==> src/hdl/i2r_pkg.sv <==
// Shared types, constants and numeral helper functions for the
// integer-to-Roman-numeral block. No dependencies.
package i2r_pkg;

  localparam int VALUE_W    = 12;
  localparam int CODE_W     = 8;
  localparam int DIGIT_W    = 4;
  localparam int NUM_PLACES = 4;
  localparam int REST_W     = 14;
  localparam int Q_DEPTH    = 2;
  localparam int Q_PTR_W    = $clog2(Q_DEPTH);
  localparam int Q_CNT_W    = $clog2(Q_DEPTH + 1);

  localparam logic [VALUE_W-1:0] VALUE_MAX = VALUE_W'(3999);
  localparam logic [CODE_W-1:0]  CHAR_NUL  = 8'h00;

  typedef logic [1:0]                    place_t;
  typedef logic [1:0]                    pos_t;
  typedef logic [DIGIT_W-1:0]            digit_t;
  typedef digit_t [NUM_PLACES-1:0]       digits_t;

  // Place index 0 holds thousands, index 3 holds units.
  localparam place_t PLACE_THOUSANDS = 2'd0;
  localparam place_t PLACE_HUNDREDS  = 2'd1;
  localparam place_t PLACE_TENS      = 2'd2;
  localparam place_t PLACE_UNITS     = 2'd3;

  typedef struct packed {
    logic    push;
    digits_t digits;
  } q_wr_t;

  typedef struct packed {
    logic    valid;
    digits_t digits;
  } q_rd_t;

  typedef enum logic {FR_IDLE, FR_CONV}  front_state_t;
  typedef enum logic {BK_CHARS, BK_TERM} back_state_t;
  typedef enum logic [1:0] {SEL_ONE, SEL_FIVE, SEL_TEN} sym_sel_t;

  // Value of digit d at place p, used as the greedy threshold.
  function automatic logic [REST_W-1:0] thresh(place_t p, int unsigned d);
    logic [REST_W-1:0] t;
    case (p)
      PLACE_THOUSANDS: t = REST_W'(d * 1000);
      PLACE_HUNDREDS:  t = REST_W'(d * 100);
      PLACE_TENS:      t = REST_W'(d * 10);
      default:         t = REST_W'(d);
    endcase
    return t;
  endfunction

  // Number of characters that one decimal digit needs.
  function automatic logic [2:0] digit_len(digit_t d);
    logic [2:0] n;
    case (d)
      4'd1, 4'd5:       n = 3'd1;
      4'd2, 4'd4, 4'd6,
      4'd9:             n = 3'd2;
      4'd3, 4'd7:       n = 3'd3;
      4'd8:             n = 3'd4;
      default:          n = 3'd0;
    endcase
    return n;
  endfunction

  // Which of the place's three symbols stands at position pos of digit d.
  function automatic sym_sel_t pat_sel(digit_t d, pos_t pos);
    sym_sel_t s;
    s = SEL_ONE;
    if (d inside {[4'd5:4'd8]}) begin
      s = (pos == 2'd0) ? SEL_FIVE : SEL_ONE;
    end else if (d == 4'd4) begin
      s = (pos == 2'd0) ? SEL_ONE : SEL_FIVE;
    end else if (d == 4'd9) begin
      s = (pos == 2'd0) ? SEL_ONE : SEL_TEN;
    end
    return s;
  endfunction

  function automatic logic [CODE_W-1:0] sym_char(place_t p, sym_sel_t s);
    logic [CODE_W-1:0] c;
    c = CHAR_NUL;
    case (p)
      PLACE_THOUSANDS: c = "M";
      PLACE_HUNDREDS: begin
        case (s)
          SEL_ONE:  c = "C";
          SEL_FIVE: c = "D";
          SEL_TEN:  c = "M";
          default:  c = CHAR_NUL;
        endcase
      end
      PLACE_TENS: begin
        case (s)
          SEL_ONE:  c = "X";
          SEL_FIVE: c = "L";
          SEL_TEN:  c = "C";
          default:  c = CHAR_NUL;
        endcase
      end
      default: begin
        case (s)
          SEL_ONE:  c = "I";
          SEL_FIVE: c = "V";
          SEL_TEN:  c = "X";
          default:  c = CHAR_NUL;
        endcase
      end
    endcase
    return c;
  endfunction

endpackage

==> src/hdl/i2r_front.sv <==
// Front end: accepts an integer, saturates it and splits it into four
// decimal digits, one place per cycle, the units place waiting while the queue is full. Depends on i2r_pkg.
module i2r_front (
  input  logic                          clk,
  input  logic                          rst_n,
  input  logic                          in_valid,
  output logic                          in_stall,
  input  logic [i2r_pkg::VALUE_W-1:0]   in_value,
  input  logic                          q_full,
  output i2r_pkg::q_wr_t                q_wr
);
  import i2r_pkg::*;

  front_state_t      state_r, state_nxt;
  logic [REST_W-1:0] rest_r, rest_nxt;
  place_t            place_r, place_nxt;
  digits_t           digits_r, digits_nxt;
  digit_t            digit;
  logic [REST_W-1:0] sub;
  logic [VALUE_W-1:0] sat_value;

  assign sat_value = (in_value > VALUE_MAX) ? VALUE_MAX : in_value;
  assign in_stall  = (state_r != FR_IDLE);

  // Largest digit whose value does not exceed the remainder.
  always_comb begin
    digit = '0;
    sub   = '0;
    for (int d = 1; d <= 9; d++) begin
      if (rest_r >= thresh(place_r, d)) begin
        digit = DIGIT_W'(d);
        sub   = thresh(place_r, d);
      end
    end
  end

  always_comb begin
    state_nxt   = state_r;
    rest_nxt    = rest_r;
    place_nxt   = place_r;
    digits_nxt  = digits_r;
    q_wr.push   = 1'b0;
    q_wr.digits = digits_r;
    q_wr.digits[PLACE_UNITS] = digit;
    case (state_r)
      FR_IDLE: begin
        if (in_valid) begin
          rest_nxt  = REST_W'(sat_value);
          place_nxt = PLACE_THOUSANDS;
          state_nxt = FR_CONV;
        end
      end
      FR_CONV: begin
        if (place_r != PLACE_UNITS) begin
          digits_nxt[place_r] = digit;
          rest_nxt            = rest_r - sub;
          place_nxt           = place_r + 2'd1;
        end else if (!q_full) begin
          q_wr.push = 1'b1;
          state_nxt = FR_IDLE;
        end
      end
      default: state_nxt = FR_IDLE;
    endcase
  end

  always_ff @(posedge clk) begin
    if (!rst_n) begin
      state_r <= FR_IDLE;
    end else begin
      state_r <= state_nxt;
    end
    rest_r   <= rest_nxt;
    place_r  <= place_nxt;
    digits_r <= digits_nxt;
  end

endmodule

==> src/hdl/i2r_fifo.sv <==
// Short queue of digit words between the front end and the emitter.
// Depends on i2r_pkg.
module i2r_fifo (
  input  logic           clk,
  input  logic           rst_n,
  input  i2r_pkg::q_wr_t q_wr,
  output logic           q_full,
  input  logic           q_pop,
  output i2r_pkg::q_rd_t q_rd
);
  import i2r_pkg::*;

  digits_t             mem_r [Q_DEPTH];
  logic [Q_PTR_W-1:0]  wr_ptr_r, rd_ptr_r;
  logic [Q_CNT_W-1:0]  count_r, count_nxt;
  logic                do_push, do_pop;

  assign q_full      = (count_r == Q_CNT_W'(Q_DEPTH));
  assign q_rd.valid  = (count_r != '0);
  assign q_rd.digits = mem_r[rd_ptr_r];
  assign do_push     = q_wr.push && !q_full;
  assign do_pop      = q_pop && q_rd.valid;

  always_comb begin
    count_nxt = count_r;
    if (do_push && !do_pop) begin
      count_nxt = count_r + 1'b1;
    end else if (do_pop && !do_push) begin
      count_nxt = count_r - 1'b1;
    end
  end

  always_ff @(posedge clk) begin
    if (!rst_n) begin
      wr_ptr_r <= '0;
      rd_ptr_r <= '0;
      count_r  <= '0;
    end else begin
      count_r <= count_nxt;
      if (do_push) begin
        wr_ptr_r <= (wr_ptr_r == Q_PTR_W'(Q_DEPTH - 1)) ? '0 : wr_ptr_r + 1'b1;
      end
      if (do_pop) begin
        rd_ptr_r <= (rd_ptr_r == Q_PTR_W'(Q_DEPTH - 1)) ? '0 : rd_ptr_r + 1'b1;
      end
    end
    if (do_push) begin
      mem_r[wr_ptr_r] <= q_wr.digits;
    end
  end

endmodule

==> src/hdl/i2r_back.sv <==
// Emitter: walks the four places of the queued digit word and sends one
// numeral character per transfer, then the terminator. Depends on i2r_pkg.
module i2r_back (
  input  logic                        clk,
  input  logic                        rst_n,
  input  i2r_pkg::q_rd_t              q_rd,
  output logic                        q_pop,
  output logic                        out_valid,
  input  logic                        out_stall,
  output logic [i2r_pkg::CODE_W-1:0]  out_char_code,
  output logic                        out_last
);
  import i2r_pkg::*;

  back_state_t       state_r, state_nxt;
  place_t            place_r, place_nxt;
  pos_t              pos_r, pos_nxt;
  logic              out_valid_r, out_valid_nxt;
  logic [CODE_W-1:0] out_char_code_r, out_char_code_nxt;
  logic              out_last_r, out_last_nxt;
  logic              load;
  digit_t            digit;
  logic [2:0]        len;

  assign load  = !out_valid_r || !out_stall;
  assign digit = q_rd.digits[place_r];
  assign len   = digit_len(digit);

  always_comb begin
    state_nxt         = state_r;
    place_nxt         = place_r;
    pos_nxt           = pos_r;
    out_valid_nxt     = out_valid_r;
    out_char_code_nxt = out_char_code_r;
    out_last_nxt      = out_last_r;
    q_pop             = 1'b0;
    if (load) begin
      out_valid_nxt = 1'b0;
      if (q_rd.valid) begin
        case (state_r)
          BK_CHARS: begin
            if ({1'b0, pos_r} < len) begin
              out_valid_nxt     = 1'b1;
              out_char_code_nxt = sym_char(place_r, pat_sel(digit, pos_r));
              out_last_nxt      = 1'b0;
            end
            // Step to the next place after the digit's last character, or
            // straight away when the digit is zero.
            if ({1'b0, pos_r} + 3'd1 >= len) begin
              pos_nxt = '0;
              if (place_r == PLACE_UNITS) begin
                state_nxt = BK_TERM;
              end else begin
                place_nxt = place_r + 2'd1;
              end
            end else begin
              pos_nxt = pos_r + 2'd1;
            end
          end
          BK_TERM: begin
            out_valid_nxt     = 1'b1;
            out_char_code_nxt = CHAR_NUL;
            out_last_nxt      = 1'b1;
            q_pop             = 1'b1;
            state_nxt         = BK_CHARS;
            place_nxt         = PLACE_THOUSANDS;
            pos_nxt           = '0;
          end
          default: state_nxt = BK_CHARS;
        endcase
      end
    end
  end

  always_ff @(posedge clk) begin
    if (!rst_n) begin
      state_r     <= BK_CHARS;
      place_r     <= PLACE_THOUSANDS;
      pos_r       <= '0;
      out_valid_r <= 1'b0;
    end else begin
      state_r     <= state_nxt;
      place_r     <= place_nxt;
      pos_r       <= pos_nxt;
      out_valid_r <= out_valid_nxt;
    end
    out_char_code_r <= out_char_code_nxt;
    out_last_r      <= out_last_nxt;
  end

  assign out_valid     = out_valid_r;
  assign out_char_code = out_char_code_r;
  assign out_last      = out_last_r;

endmodule

==> src/hdl/integer_to_roman_numeral.sv <==
// Integer to Roman numeral converter, top level.
// Input channel: in_valid, in_stall, in_value (0..3999; larger values
// are treated as 3999). A transfer takes place when in_valid is high and
// in_stall is low.
// Output channel: out_valid, out_stall, out_char_code, out_last. Each value
// gives its numeral as ASCII characters, most significant first, followed by
// one NUL character with out_last set; zero gives the NUL alone.
// The front end takes one value, splits it into decimal digits one place at
// a time and queues the digit word in a two-entry queue; it takes
// the next value once that word is queued. The emitter sends one character
// per cycle from a registered output while out_stall is low, and emits
// nothing while it steps past a zero digit. The length of each numeral and
// its zero digits set how long it occupies the emitter, and the
// output channel sets the sustained rate. An input value reaches out_valid
// through the front end's digit split, the queue and the output register;
// each leading zero digit delays the first character further.
// Holding out_stall freezes the output register; the queue then fills and
// in_stall rises. Synchronous reset (rst_n low) empties the queue and drops
// out_valid; no clearing pass is needed.
module integer_to_roman_numeral (
  input  logic                        clk,
  input  logic                        rst_n,
  input  logic                        in_valid,
  output logic                        in_stall,
  input  logic [i2r_pkg::VALUE_W-1:0] in_value,
  output logic                        out_valid,
  input  logic                        out_stall,
  output logic [i2r_pkg::CODE_W-1:0]  out_char_code,
  output logic                        out_last
);
  import i2r_pkg::*;

  q_wr_t q_wr;
  q_rd_t q_rd;
  logic  q_full;
  logic  q_pop;

  i2r_front u_front (
    .clk      (clk),
    .rst_n    (rst_n),
    .in_valid (in_valid),
    .in_stall (in_stall),
    .in_value (in_value),
    .q_full   (q_full),
    .q_wr     (q_wr)
  );

  i2r_fifo u_fifo (
    .clk    (clk),
    .rst_n  (rst_n),
    .q_wr   (q_wr),
    .q_full (q_full),
    .q_pop  (q_pop),
    .q_rd   (q_rd)
  );

  i2r_back u_back (
    .clk           (clk),
    .rst_n         (rst_n),
    .q_rd          (q_rd),
    .q_pop         (q_pop),
    .out_valid     (out_valid),
    .out_stall     (out_stall),
    .out_char_code (out_char_code),
    .out_last      (out_last)
  );

  a_term_is_nul: assert property (@(posedge clk) disable iff (!rst_n)
    out_valid && out_last |-> out_char_code == CHAR_NUL)
    else $error("terminator carries a non-NUL character");

  a_front_busy: assert property (@(posedge clk) disable iff (!rst_n)
    in_valid && !in_stall |=> in_stall)
    else $error("front end ready again straight after an input transfer");

  a_full_has_data: assert property (@(posedge clk) disable iff (!rst_n)
    q_full |-> q_rd.valid)
    else $error("queue full but shows no entry");

  a_pop_only_term: assert property (@(posedge clk) disable iff (!rst_n)
    q_pop && q_rd.valid |=> out_valid && out_last)
    else $error("queue entry retired without a terminator");

endmodule
==> config.mk <==
export PLATFORM = sky130hd
export DESIGN_NAME = integer_to_roman_numeral
export DESIGN_NICKNAME = d
export VERILOG_FILES = /design/src/hdl/i2r_pkg.sv /design/src/hdl/i2r_front.sv /design/src/hdl/i2r_fifo.sv /design/src/hdl/i2r_back.sv /design/src/hdl/integer_to_roman_numeral.sv
export SDC_FILE = /design/constraint.sdc
export NUM_CORES = 1
export LEC_CHECK = 0
export ABC_CLOCK_PERIOD_IN_PS = 12000
export BUFFER_PORTS_ARGS = -buffer_cell sky130_fd_sc_hd__clkbuf_2
export CAP_MARGIN = 20
export CELL_PAD_IN_SITES_DETAIL_PLACEMENT = 2
export CELL_PAD_IN_SITES_GLOBAL_PLACEMENT = 2
export CORE_MARGIN = 2
export CORE_UTILIZATION = 35
export CTS_CLUSTER_DIAMETER = 150
export CTS_CLUSTER_SIZE = 40
export DETAILED_ROUTE_END_ITERATION = 7
export PLACE_DENSITY_LB_ADDON = 0.1
export SLEW_MARGIN = 20
export SYNTH_ARGS = -nofsm -noshare
export SYNTH_HDL_FRONTEND = slang
export SYNTH_HIERARCHICAL = 1
export SYNTH_SLANG_ARGS = --single-unit
==> constraint.sdc <==
create_clock -name clk -period 12 [get_ports clk]
set_clock_uncertainty 0.05 [all_clocks]
set_input_delay 1.2 -clock clk [delete_from_list [all_inputs] [get_ports clk]]
set_output_delay 1.2 -clock clk [all_outputs]
set_load 0.03 [all_outputs]
## Yosys cells after proc, flatten, opt, wreduce, memory -nomap -nowiden

Memory sizes are Yosys's and may differ from the RTL's. A register that Yosys moved wholly into a read port is not among the register bits.
Index checks and enable logic that the tools add are counted.

| storage, ports and cells | value |
|---|---|
| memories kept | 2 |
| output and inout port bits | 11 |
| word-level logic and storage cells | 171 |
| register bits after elaboration | 52 |
| input bits | 16 |
| bits in writable memories | 32 |
| memory bits (read-only) | 48 |

Memory list:

| memory | words | width | rd ports | clocked after memory_dff | wr ports | RTL line | text |
|---|---|---|---|---|---|---|---|
| (no name shown) | 16 | 3 | 1 | 0 | 0 | i2r_pkg.sv:57 | `case (d)` |
| u_fifo.mem_r | 2 | 16 | 1 | 1 | 1 | i2r_fifo.sv:13 | `digits_t mem_r [Q_DEPTH];` |

| cells by class | value |
|---|---|
| mux-type cells | 86 |
| magnitude comparators | 17 |
| bitwise logic cells | 2 |
| $add $sub $neg | 9 |
| equal/unequal tests | 16 |
| reductions and logical operators | 23 |

Operator list:

| operator | count |
|---|---|
| 13-bit case mux with 3 select lines | 4 |
| 14-bit two-way mux | 11 |
| 12-bit case mux with 3 select lines | 2 |
| 7-bit case mux with 3 select lines | 3 |
| 14-bit by 13-bit greater-or-equal comparator with 1-bit output | 4 |
| 14-bit case mux with 3 select lines | 1 |
| 2-bit two-way mux | 17 |
| 11-bit case mux with 3 select lines | 1 |
| 10-bit case mux with 3 select lines | 1 |
| 14-bit by 12-bit greater-or-equal comparator with 1-bit output | 2 |
| 14-bit case mux with 2 select lines | 1 |
| 8-bit case mux with 3 select lines | 1 |
| 1-bit two-way mux | 23 |
| 16-bit bitwise mux | 1 |
| 4-bit two-way mux | 4 |
| 8-bit case mux with 2 select lines | 1 |
| 14-bit by 10-bit greater-or-equal comparator with 1-bit output | 1 |
| 14-bit by 11-bit greater-or-equal comparator with 1-bit output | 1 |
| 14-bit greater-or-equal comparator | 1 |
| 14-bit subtractor | 1 |
| 12-bit > comparator, second input constant | 1 |
| 12-bit two-way mux | 1 |
| 3-bit two-way mux | 4 |
| 2-bit case mux with 2 select lines | 3 |
| other kinds (29) | 63 |

## Longest topological paths before layout

Gate-level depths: netlist (run 1).

| depth | value |
|---|---|
| depth after elaboration | 15 |
| depth in mapped cells | 25 |
| depth with buffers taken out | 24 |

## Cells and area by module

Netlist (run 1), hierarchy kept.

Modules (own cells, without submodules):

| module | times used | area each (um^2) | seq. area each (um^2) | cells an instance |
|---|---|---|---|---|
| i2r_front | 1 | 3768.6 | 860.8 | 449 |
| i2r_fifo | 1 | 1390.1 | 1061.0 | 75 |
| i2r_back | 1 | 1129.8 | 330.3 | 124 |

## Worst setup path before layout (run 1)

No wires, ideal clock.

| timing | value |
|---|---|
| path kind | flip-flop to flip-flop |
| start point | reg u_front.place_r[1] |
| end point | reg u_front.rest_r[12] (data pin) |
| required time | 11.682 ns |
| period minus slack after synthesis | 5.353 ns |
| cell stages (with the launch flop) | 24 |
| slack | 6.647 ns |
| setup time | 0.268 ns |
| arrival | 5.036 ns |
| path buffers | 0 |
| path through | edfxtp_1 inv_1 ha_1 nor2_1 nor2_1 inv_1 ha_1 o211ai_1 a21oi_1 o21ai_0 o311a_1 nand2_1 or4_1 o311ai_1 a21oi_1 ha_1 nor2b_4 o21ai_2 a21boi_1 or4_4 a31o_1 or4_4 a21oi_1 nor3_2 |

| on the way | value |
|---|---|
| cells in the longest elaborated chain, start to end | 15 |
| elaborated cells between the ends (all ways) | 33 |
| classes of those cells | add/sub (1); order compare (9); eq/ne (2); mux (20); reduce/logical (1) |

Ends and longest elaborated chain:

| what | RTL line | text |
|---|---|---|
| from (decl) | i2r_front.sv:16 | `place_t place_r, place_nxt;` |
| from (signal assigned) | i2r_front.sv:74 | `place_r <= place_nxt;` |
| 2-bit equality test (tied with other cells) | i2r_pkg.sv:45 | `case (p)` |
| 10-bit case mux with 3 select lines | i2r_pkg.sv:45 |  |
| 14-bit by 10-bit greater-or-equal comparator with 1-bit output | i2r_front.sv:30 | `if (rest_r >= thresh(place_r, d)) begin` |
| 14-bit two-way mux (8 in series) | i2r_front.sv:30 |  |
| 14-bit two-way mux (*) | i2r_front.sv:30 |  |
| 14-bit subtractor (*) | i2r_front.sv:56 | `rest_nxt = rest_r - sub;` |
| 14-bit two-way mux (*) | i2r_front.sv:54 | `if (place_r != PLACE_UNITS) begin` |
| 14-bit case mux with 2 select lines (*) | i2r_front.sv:45 | `case (state_r)` |
| to (signal assigned) | i2r_front.sv:73 | `rest_r <= rest_nxt;` |
| to (decl) | i2r_front.sv:15 | `logic [REST_W-1:0] rest_r, rest_nxt;` |

Mark *: on every way between the ends. The rest lies on a longest branch, timed or not. The select of a mux whose other input is x is not followed.
A chain may end at the register's enable or synchronous reset.

## Worst setup path in the final report (run 1)

| timing | value |
|---|---|
| start point | reg u_front.place_r[0] |
| end point | reg u_front.rest_r[12] (data pin) |

Same word-level chain as after synthesis.

==> results of run 1 <==
state kept, by name (all words and copies together), names as in the netlist, 2 cells and up, named ones only:
name and flops:
u_back/out_char_code 6, u_back/place_r 2, u_back/pos_r 2, u_fifo/count_r 2
u_fifo/mem_r 32, u_front/place_r 2, u_front/q_wr 12, u_front/rest_r 14
power by group:
group	total [W]	switching [W]	internal, W	leakage, nW
Clock	0.000289	0.000123	0.000166	0.150
Combinational	0.000941	0.000574	0.000367	1.83
Sequential	0.000417	0.0000676	0.000350	0.712
cells by family (layout without fill, tap and decap cells):
family,Yosys count,count (layout)
AO/OA/AOI/OAI,190,190
XOR/XNOR,15,15
adder cells (fa/ha/maj),85,85
buffers and inverters,61,86
flip-flops,79,79
multiplexers,27,27
other,1,2
AND/OR/NAND/NOR,190,190
metal layers:
metal | wire length (µm) | track usage [%]
met1 | 9000 | 27.2
met2 | 10700 | 40.6
met3 | 711 | 3.81
met4 | 517 | 6.82
met5 | 0 | 0
area by class of cell:
class / instances / area (µm²) / share of cell area [%]
Clock inverter: 7 / 88.8 / 1.28
Sequential cell: 79 / 2250 / 32.5
Clock buffer: 9 / 225 / 3.25
Timing Repair Buffer: 27 / 143 / 2.06
Tap cell: 229 / 287 / 4.13
Multi-Input combinational cell: 509 / 3770 / 54.5
Inverter: 43 / 161 / 2.33
cells in the mapped netlist, types with 7 or more instances:
library cell | n | area [µm²]
inv_1 | 40 | 150
and2_1 | 7 | 43.8
buf_2 | 8 | 40.0
a21oi_1 | 56 | 280
ha_1 | 84 | 1050
nor3_1 | 16 | 80.1
nand2_1 | 47 | 176
nand2b_1 | 10 | 62.6
mux2_2 | 21 | 236
nand3_1 | 7 | 35.0
edfxtp_1 | 67 | 2010
xnor2_1 | 10 | 87.6
dfxtp_1 | 12 | 240
a21o_1 | 9 | 67.6
a31oi_1 | 11 | 68.8
o21a_1 | 11 | 82.6
nor2_1 | 53 | 199
o21ai_0 | 34 | 170
stage by stage:
stage	power (W)	area (µm²)	utilization, %	cells
global route	0.00179	6930	39.0	903
finish	0.00165	6930	39.0	903
detailed placement	0.00136	6620	37.2	887
global placement	0.00133	6620	37.2	887
CTS	0.00166	6930	39.0	903
floorplan	0.00107	6290	-	649
worst reg2reg max path, cell delays in order (launching register included):
cell	delay, ps
edfxtp_1	490
ha_1	510
nor2_1	350
inv_1	270
ha_1	500
o21ai_0	180
nor4_1	330
o32a_1	590
nand2b_1	570
o311ai_1	140
a21oi_1	150
ha_1	300
nor2b_4	150
o21ai_2	120
a21boi_1	100
or4_4	430
a31o_1	210
or4_4	420
a21oi_1	180
nor3_2	50
final timing paths:
| check | startpoint | endpoint | slack [ps] | depth (start not counted) |
|---|---|---|---|---|
| setup / recovery | u_front/place_r[0] | u_front/rest_r[12] | 5650 | 19 |
| hold / removal | u_front/q_wr[8] | u_fifo/mem_r[1][8] | 400 | 0 |
| setup reg to reg | u_front/place_r[0] | u_front/rest_r[12] | 5650 | 19 |
| hold reg to reg | u_front/q_wr[8] | u_fifo/mem_r[1][8] | 400 | 0 |
==> flow_metrics.tcl, run 1 <==
set metrics [dict create \
    dieArea_um2 19100 \
    postCtsHoldBufs 0 \
    path_class "flip-flop to flip-flop" \
    status "finished clean" \
    rsz0062_at_grt "no" \
    worst_slew_pin_slew_ps 877 \
    grtUsageTotal_pct 22.4 \
    ys_types 81 \
    drive_gt1_share_pct 14.1 \
    slowest_delay_ps 590 \
    grt_pass1_vias 5778 \
    post-cts-setup-buffer-count 0 \
    place_congestion 0.929 \
    syn_area_per_cell_um2 9.70 \
    synth_seq_area_share_pct 35.8 \
    hold_class "flip-flop to flip-flop" \
    synth_cells 648 \
    synth_top_family_by_area "compound AO/OA/AOI/OAI gates" \
    path_buf_inv 1 \
    place_hpwl_um 16700 \
    drt-total-wl_um 20900 \
    cts_sinks 79 \
    cts_buffer_depth 2 \
    gr-total-overflow 0 \
    die_w_um 138 \
    cts-htree-levels 3 \
    async_flop_share_pct 0 \
    arrival_ps 6390 \
    wl_per_cell_um 23.2 \
    clock_latency_ps 350 \
    antenna_cells 0 \
    endpoint_kind "flip-flop" \
    via_per_inst 5.76 \
    path_common_cell "ha_1" \
    route.detailed.drc 0 \
    grt_antenna_before_repair 0 \
    synth_xor_area_share_pct 2.09 \
    path_delay_family "simple AND/OR/NAND/NOR gates" \
    synth_flop_cell "edfxtp_1" \
    n_fill_cell 1913 \
    final_common_cell "ha_1" \
    synth_fa_ha_area_share_pct 17.0 \
    cts-buffers-inserted 9 \
    synthSimpleGateAreaFrac_pct 15.7 \
    layout_common_cells "ha_1, edfxtp_1, a21oi_1" \
    hold_ws_ps 401 \
    max_freq_ghz 0.157 \
    synthMuxAreaShare_pct 5.51 \
    nNetsFinal 770 \
    drv_slew 0 \
    slew_headroom_pct 41.1 \
    finalCritPeriodShare_pct 52.9 \
    fin_ws_ps 5650 \
    boundaryPins 27 \
    cts-root-buf "clkbuf_16" \
    core_um2 17800 \
    synth_compound_area_share_pct 19.5 \
    clk_pin_slew_ps 70 \
    critPathSlowestCell "o32a_1" \
    finalHoldViolations 0 \
    cap_violations 0 \
    yosys_warnings 6 \
    initial_core_util_pct 35.4 \
    grt_max_degree 19 \
    syn_to_final_growth_pct 10.2 \
    drt-initial-drc-count 290 \
    dr.pass1.iters 4 \
    period_minus_slack_ps 6350 \
    setup_violations 0 \
    antenna_left 0 \
    synth_edf_count 67 \
    grt_pass1_wl_um 33400 \
    totalNegativeSetupSlack_ps 0 \
    dr_total_vias 5200 \
    power_density_nw_per_um2 238 \
    max-vdd-ir-drop_v 0.000108 \
    start_kind "flip-flop" \
    die_h_um 138 \
    post_cts_resized 0 \
    p_leak_nw 2.70 \
    num_rows 49 \
    path_cells "ha_1 -> nor2_1 -> inv_1 -> ha_1 -> o21ai_0 -> nor4_1 -> o32a_1 -> nand2b_1 -> o311ai_1 -> a21oi_1 -> ha_1 -> nor2b_4 -> o21ai_2 -> a21boi_1 -> or4_4 -> a31o_1 -> or4_4 -> a21oi_1 -> nor3_2" \
    io_buffers 24 \
    tritoncts "built" \
    dp_slack_ps 5710 \
    ys_ff_latch 79 \
    worstPathRequired_ps 12040 \
    netlist_area_um2 6290 \
    path_max_fanout 18 \
]
Note: power is estimated with default switching activity, not from simulation.
==> run 2: changes to the inputs <==
--- a/config.mk
+++ b/config.mk
@@ -5,7 +5,7 @@
 export SDC_FILE = /design/constraint.sdc
 export NUM_CORES = 1
 export LEC_CHECK = 0
-export ABC_CLOCK_PERIOD_IN_PS = 12000
+export ABC_CLOCK_PERIOD_IN_PS = 6300
 export BUFFER_PORTS_ARGS = -buffer_cell sky130_fd_sc_hd__clkbuf_2
 export CAP_MARGIN = 20
 export CELL_PAD_IN_SITES_DETAIL_PLACEMENT = 2
==> constraint.sdc (replaced) <==
create_clock -name clk -period 6.3 [get_ports clk]
set_clock_uncertainty 0.05 [all_clocks]
set_input_delay 0.63 -clock clk [delete_from_list [all_inputs] [get_ports clk]]
set_output_delay 0.63 -clock clk [all_outputs]
set_load 0.03 [all_outputs]
==> run 2 against run 1 <==
  * Hold slack better by 4.7 ps
  * Cell area up 2.4%
  * Largest power group unchanged
  * Die area unchanged
  * Highest routed layer unchanged
  * Combinational power up 100%
  * Power up 100%
  * Largest cell class unchanged
==> flow_metrics.tcl, run 2 (synthesized netlist as in run 1, its figures left out) <==
set metrics [dict create \
    status "finished clean" \
    endpoint_kind "flip-flop" \
    gr-max-usage-layer "met2" \
    slew_headroom_pct 38.2 \
    r2r_cells 20 \
    dr_total_vias 5329 \
    totalNegativeSetupSlack_ps 0 \
    max-vdd-ir-drop_v 0.000208 \
    tritoncts "built" \
    largest_reg_flops 32 \
    hold_class "flip-flop to flip-flop" \
    dpl_cell_area_um2 6720 \
    n_fill_cell 1953 \
    cts-buffers-inserted 9 \
    dieArea_um2 19100 \
    finalCritPeriodShare_pct 95.7 \
    io_buffers 24 \
    clock_latency_ps 340 \
    rrSetupSlack_ps 270 \
    regMostFlops "u_fifo/mem_r" \
    grtUsageTotal_pct 23.1 \
    clk_pin_slew_ps 60 \
    worstReg2RegEnd "u_front/rest_r[12]" \
    nNetsFinal 785 \
    place_congestion 0.894 \
    layout_common_cells "ha_1, edfxtp_1, a21oi_1" \
    cts_sinks 79 \
    antenna_left 0 \
    grt.met2_usage_pct 41.1 \
    power_density_nw_per_um2 465 \
    dr.pass1.iters 4 \
    drt-total-wl_um 21700 \
    drive_gt1_share_pct 16.4 \
    critPathSlowestCell "edfxtp_1" \
    finalInstanceArea_um2 7100 \
    slowest_delay_ps 510 \
    grt_pass1_wl_um 34500 \
    grt_max_degree 18 \
    die_h_um 138 \
    setup_violations 0 \
    die_w_um 138 \
    via_per_inst 5.81 \
    arrival_ps 6040 \
    final_common_cell "ha_1" \
    hold_depth 0 \
    path_delay_family "simple AND/OR/NAND/NOR gates" \
    grt_pass1_vias 5907 \
    worst_slew_pin_slew_ps 920 \
    period_minus_slack_ps 6030 \
    worstPathRequired_ps 6320 \
    path_max_fanout 8 \
    start_kind "flip-flop" \
    boundaryPins 27 \
    gr-total-overflow 0 \
    hold_start "u_front/q_wr[9]" \
    use_met1_pct 28.4 \
    num_rows 49 \
    cts-htree-levels 3 \
    cap_violations 0 \
    grt_antenna_before_repair 0 \
    drt-initial-drc-count 205 \
    route.detailed.drc 0 \
    initial_core_util_pct 35.4 \
    path_cells "inv_1 -> ha_2 -> nor2_1 -> nor2_1 -> inv_1 -> ha_1 -> o21ai_0 -> nor4_1 -> o32a_1 -> nand2b_1 -> buf_4 -> mux2i_1 -> o31ai_2 -> ha_1 -> a21boi_1 -> or4_4 -> a31o_1 -> or4_4 -> a21oi_1 -> nor3_2" \
    r2r-start "u_front/place_r[1]" \
    hold_end "u_fifo/mem_r[1][9]" \
    max_freq_ghz 0.166 \
    grtUsageMet3_pct 3.36 \
    path_buf_inv 3 \
    wl_per_cell_um 23.6 \
    syn_to_final_growth_pct 12.9 \
    place_hpwl_um 17100 \
    cts-root-buf "clkbuf_16" \
    p_leak_nw 2.79 \
    path_class "flip-flop to flip-flop" \
    postCtsHoldBufs 0 \
    finalHoldViolations 0 \
    core_um2 17800 \
    utilization_pct 39.9 \
    antenna_cells 0 \
    cts_buffer_depth 2 \
    drv_slew 0 \
]
run 2: changes by cell type in the layout (fill, tap and decap cells not counted), moves of 2 or more:
cell and change:
buf_4 +15, o41ai_1 -2, bufinv_16 +2, o41ai_2 +2
run 2: worst max path at each step:
stage / startpoint / end / slack (ps) / cells past startpoint
global placement: u_front/place_r[1] / u_front/rest_r[12] / 420 / 21
detailed placement: u_front/place_r[1] / u_front/rest_r[12] / 210 / 21
floorplan: u_front/place_r[1] / u_front/rest_r[12] / 950 / 23
finish: u_front/place_r[1] / u_front/rest_r[12] / 270 / 20
CTS: u_front/place_r[1] / u_front/rest_r[12] / 170 / 21
global route: u_front/place_r[1] / u_front/rest_r[12] / -20 / 20
run 2: routing by layer:
| layer | vias to the layer above | routed length (µm) | part of all wire [%] |
|---|---|---|---|
| met1 | 2697 | 9420 | 43 |
| met2 | 90 | 10900 | 50 |
| li1 | 2501 | - | - |
| met5 | - | 0 | 0 |
| met4 | 0 | 786 | 3.6 |
| met3 | 41 | 585 | 2.7 |
run 2: through the flow:
stage	instances	hold slack (ps)	setup WS [ps]	power, W
2_1_floorplan	649	371	947	0.00205
3_3_place_gp	901	376	425	0.00260
3_5_place_dp	901	398	214	0.00265
4_1_cts	917	412	172	0.00328
5_1_grt	918	425	-17.3	0.00355
6_report	918	405	273	0.00330
run 2: layout make-up:
class                   instances  area (µm²)  share of cell area, %
clock buffers                  10         229                   3.23
clock inverters                 6         115                   1.62
inverters                      43         161                   2.27
multi-input cells             509        3800                   53.5
flip-flops and latches         79        2250                   31.7
well taps                     229         287                   4.04
repair buffers                 42         255                   3.60
run 2: timing repair:
item | CTS | global route
gates resized for setup | 0 | 5
setup buffers | 0 | 1
setup endpoints to repair | 0 | 6
run 2: report_power, final:
part           switching, W  internal [W]
Sequential         0.000122      0.000666
Clock              0.000216      0.000390
Combinational       0.00115      0.000753
run 2: worst register-to-register path, stage by stage (launching register included):
cell,delay [ps]
edfxtp_1,510
inv_1,170
ha_2,290
nor2_1,60
nor2_1,270
inv_1,210
ha_1,500
o21ai_0,220
nor4_1,310
o32a_1,350
nand2b_1,390
buf_4,240
mux2i_1,230
o31ai_2,140
ha_1,370
a21boi_1,170
or4_4,430
a31o_1,200
or4_4,420
a21oi_1,180
nor3_2,50
==> run 3: changes to the inputs <==
--- a/config.mk
+++ b/config.mk
@@ -19,5 +19,4 @@
 export SLEW_MARGIN = 20
 export SYNTH_ARGS = -nofsm -noshare
 export SYNTH_HDL_FRONTEND = slang
-export SYNTH_HIERARCHICAL = 1
 export SYNTH_SLANG_ARGS = --single-unit
==> run 3 against run 2 <==
  * Count of clock-buffer cells in the layout is 1 lower
  * Largest cell class unchanged
  * Fmax is 2.6% higher
  * Critical path type unchanged
  * Critical path depth rose by 3
  * Sequential power rose by 11%
  * Critical endpoint is now u_front.rest_r[8]
  * Non-clock buffer count up 7
  * Sequential share of layout area grew 0.41 points
==> flow_metrics.tcl, run 3 <==
set metrics [dict create \
    finalInstanceArea_um2 7010 \
    clk_pin_slew_ps 70 \
    hold_end "u_fifo.mem_r[0][11]" \
    cts_buffer_depth 2 \
    ys_ff_latch 79 \
    endpoint_kind "flip-flop" \
    wl_per_cell_um 24.2 \
    antenna_cells 0 \
    cts-root-buf "clkbuf_16" \
    r2r-start "u_front.place_r[0]" \
    final_common_cell "ha_1" \
    grt_max_degree 18 \
    io_buffers 24 \
    async_flop_share_pct 0 \
    boundaryPins 27 \
    nNetsFinal 767 \
    synth.largest_area_cell "edfxtp_1" \
    layout_common_cells "ha_1, edfxtp_1, a21oi_1" \
    syn_area_per_cell_um2 9.87 \
    drive_gt1_share_pct 15.8 \
    tritoncts "built" \
    r2r_cells 23 \
    start_kind "flip-flop" \
    grtUsageTotal_pct 24.3 \
    drv_slew 0 \
    path_class "flip-flop to flip-flop" \
    cts-buffers-inserted 9 \
    clock_latency_ps 350 \
    hold_start "u_front.q_wr[11]" \
    drt-initial-drc-count 290 \
    ys_types 85 \
    synth_cells 625 \
    via_per_inst 5.89 \
    dr_total_vias 5293 \
    drt-total-wl_um 21700 \
    antenna_left 0 \
    place_hpwl_um 17100 \
    regMostFlops "u_fifo.mem_r" \
    finalHoldViolations 0 \
    worstReg2RegEnd "u_front.rest_r[8]" \
    die_h_um 137 \
    synth_most_common_cell "ha_1" \
    totalNegativeSetupSlack_ps 0 \
    worst_slew_pin_slew_ps 906 \
    gr-total-overflow 0 \
    dieArea_um2 18700 \
    synth_flop_cell "edfxtp_1" \
    rrSetupSlack_ps 430 \
    netlist_top_cells_count "ha_1, edfxtp_1, a21oi_1, nor2_1, nand2_1" \
    synth_top_area_share_pct 32.6 \
    p_leak_nw 2.80 \
    route.detailed.drc 0 \
    setup_violations 0 \
    synth_seq_area_share_pct 36.5 \
    cts_sinks 79 \
    period_minus_slack_ps 5870 \
    slew_headroom_pct 39.1 \
    grt_pass1_wl_um 33700 \
    hold_depth 0 \
    syn_to_final_growth_pct 13.5 \
    largest_reg_flops 32 \
    dr.pass1.iters 6 \
    initial_core_util_pct 35.7 \
    core_um2 17300 \
    ys_top_cells_by_area "edfxtp_1, ha_1, a21oi_1" \
    yosys_warnings 0 \
    grt_pass1_vias 5715 \
    arrival_ps 5930 \
    place_congestion 0.943 \
    num_rows 48 \
    hold_class "flip-flop to flip-flop" \
    netlist_area_um2 6170 \
    grt_antenna_before_repair 0 \
    post-cts-setup-buffer-count 0 \
    finalCritPeriodShare_pct 93.2 \
    n_fill_cell 1882 \
    synth_edf_count 67 \
    postCtsHoldBufs 0 \
    dpl_cell_area_um2 6670 \
    cts-htree-levels 3 \
    max-vdd-ir-drop_v 0.000221 \
    rsz0062_at_grt "no" \
    cap_violations 0 \
    power_density_nw_per_um2 553 \
    utilization_pct 40.5 \
    status "finished clean" \
    die_w_um 137 \
    max_freq_ghz 0.170 \
    worstPathRequired_ps 6360 \
    post_cts_resized 0 \
    path_max_fanout 8 \
]
-- run 3: changes by cell type after synthesis, sizes merged, moves of 5 or more --
cell	before	now
a21oi	56	50
a31oi	11	3
and2	7	12
buf	13	7
clkbuf	5	11
mux2	21	5
mux2i	2	7
nand2b	11	6
nand3	7	13
o31ai	2	7
-- run 3: worst max-delay path: stages, from the launching register on --
cell	delay, ps
edfxtp_1	530
inv_1	180
ha_1	250
inv_1	200
ha_2	480
nand2_2	120
or4_4	500
nor4_2	340
or2_2	200
a211oi_1	70
o21ai_0	190
a31o_2	250
and2_1	150
ha_1	180
inv_1	60
fa_1	410
a21o_1	210
a21oi_1	250
o21bai_1	100
a21o_1	200
a21oi_1	190
o21bai_1	100
xor2_1	140
mux2_2	260
-- run 3: power breakdown --
group / switching, W / leakage (nW) / total (W) / internal, W
clock: 0.000239 / 0.149 / 0.000555 / 0.000316
combinational: 0.00149 / 1.93 / 0.00244 / 0.000950
sequential: 0.000171 / 0.715 / 0.000878 / 0.000708
-- run 3: worst max path at each step --
stage	from	endpoint	slack, ps	depth (start not counted)
2_1_floorplan	u_front.place_r[0]	u_front.rest_r[8]	710	24
3_3_place_gp	u_front.place_r[0]	u_front.rest_r[11]	530	19
3_5_place_dp	u_front.place_r[0]	u_front.rest_r[11]	350	18
4_1_cts	u_front.place_r[0]	u_front.rest_r[8]	320	23
5_1_grt	u_front.place_r[0]	u_front.rest_r[12]	90	24
6_report	u_front.place_r[0]	u_front.rest_r[8]	430	23
-- run 3: logic make-up after synthesis --
family,synth area share [%]
mux,4.97
fa+ha+maj,17.0
buf+inv,3.89
flops,36.5
xor+xnor,1.85
other cells,0.0608
compound gates,20.1
simple gates,15.7
-- run 3: cell type report --
class | instances | area (µm²) | share of cell area [%]
Inverter | 40 | 150 | 2.14
Timing Repair Buffer | 49 | 308 | 4.39
Sequential cell | 79 | 2250 | 32.1
Tap cell | 225 | 282 | 4.02
Clock buffer | 9 | 225 | 3.21
Multi-Input combinational cell | 489 | 3700 | 52.9
Clock inverter | 7 | 83.8 | 1.20
-- run 3: stage by stage --
| stage | total power, W | worst slack, ps | instances | hold slack [ps] |
|---|---|---|---|---|
| 6_report | 0.00387 | 428 | 898 | 405 |
| 3_3_place_gp | 0.00320 | 529 | 882 | 374 |
| 3_5_place_dp | 0.00328 | 349 | 882 | 387 |
| 4_1_cts | 0.00387 | 318 | 898 | 406 |
| 2_1_floorplan | 0.00242 | 713 | 626 | 371 |
| 5_1_grt | 0.00416 | 90.0 | 898 | 410 |
-- run 3: per-layer routing --
layer	up-vias	routed length, µm	part of all wire, %	GRT usage (%)
met5	-	0	0	0
met4	0	446	2.1	6.19
met3	27	907	4.2	4.04
met2	144	10200	47	40.0
met1	2667	10100	47	33.3
li1	2455	-	-	-
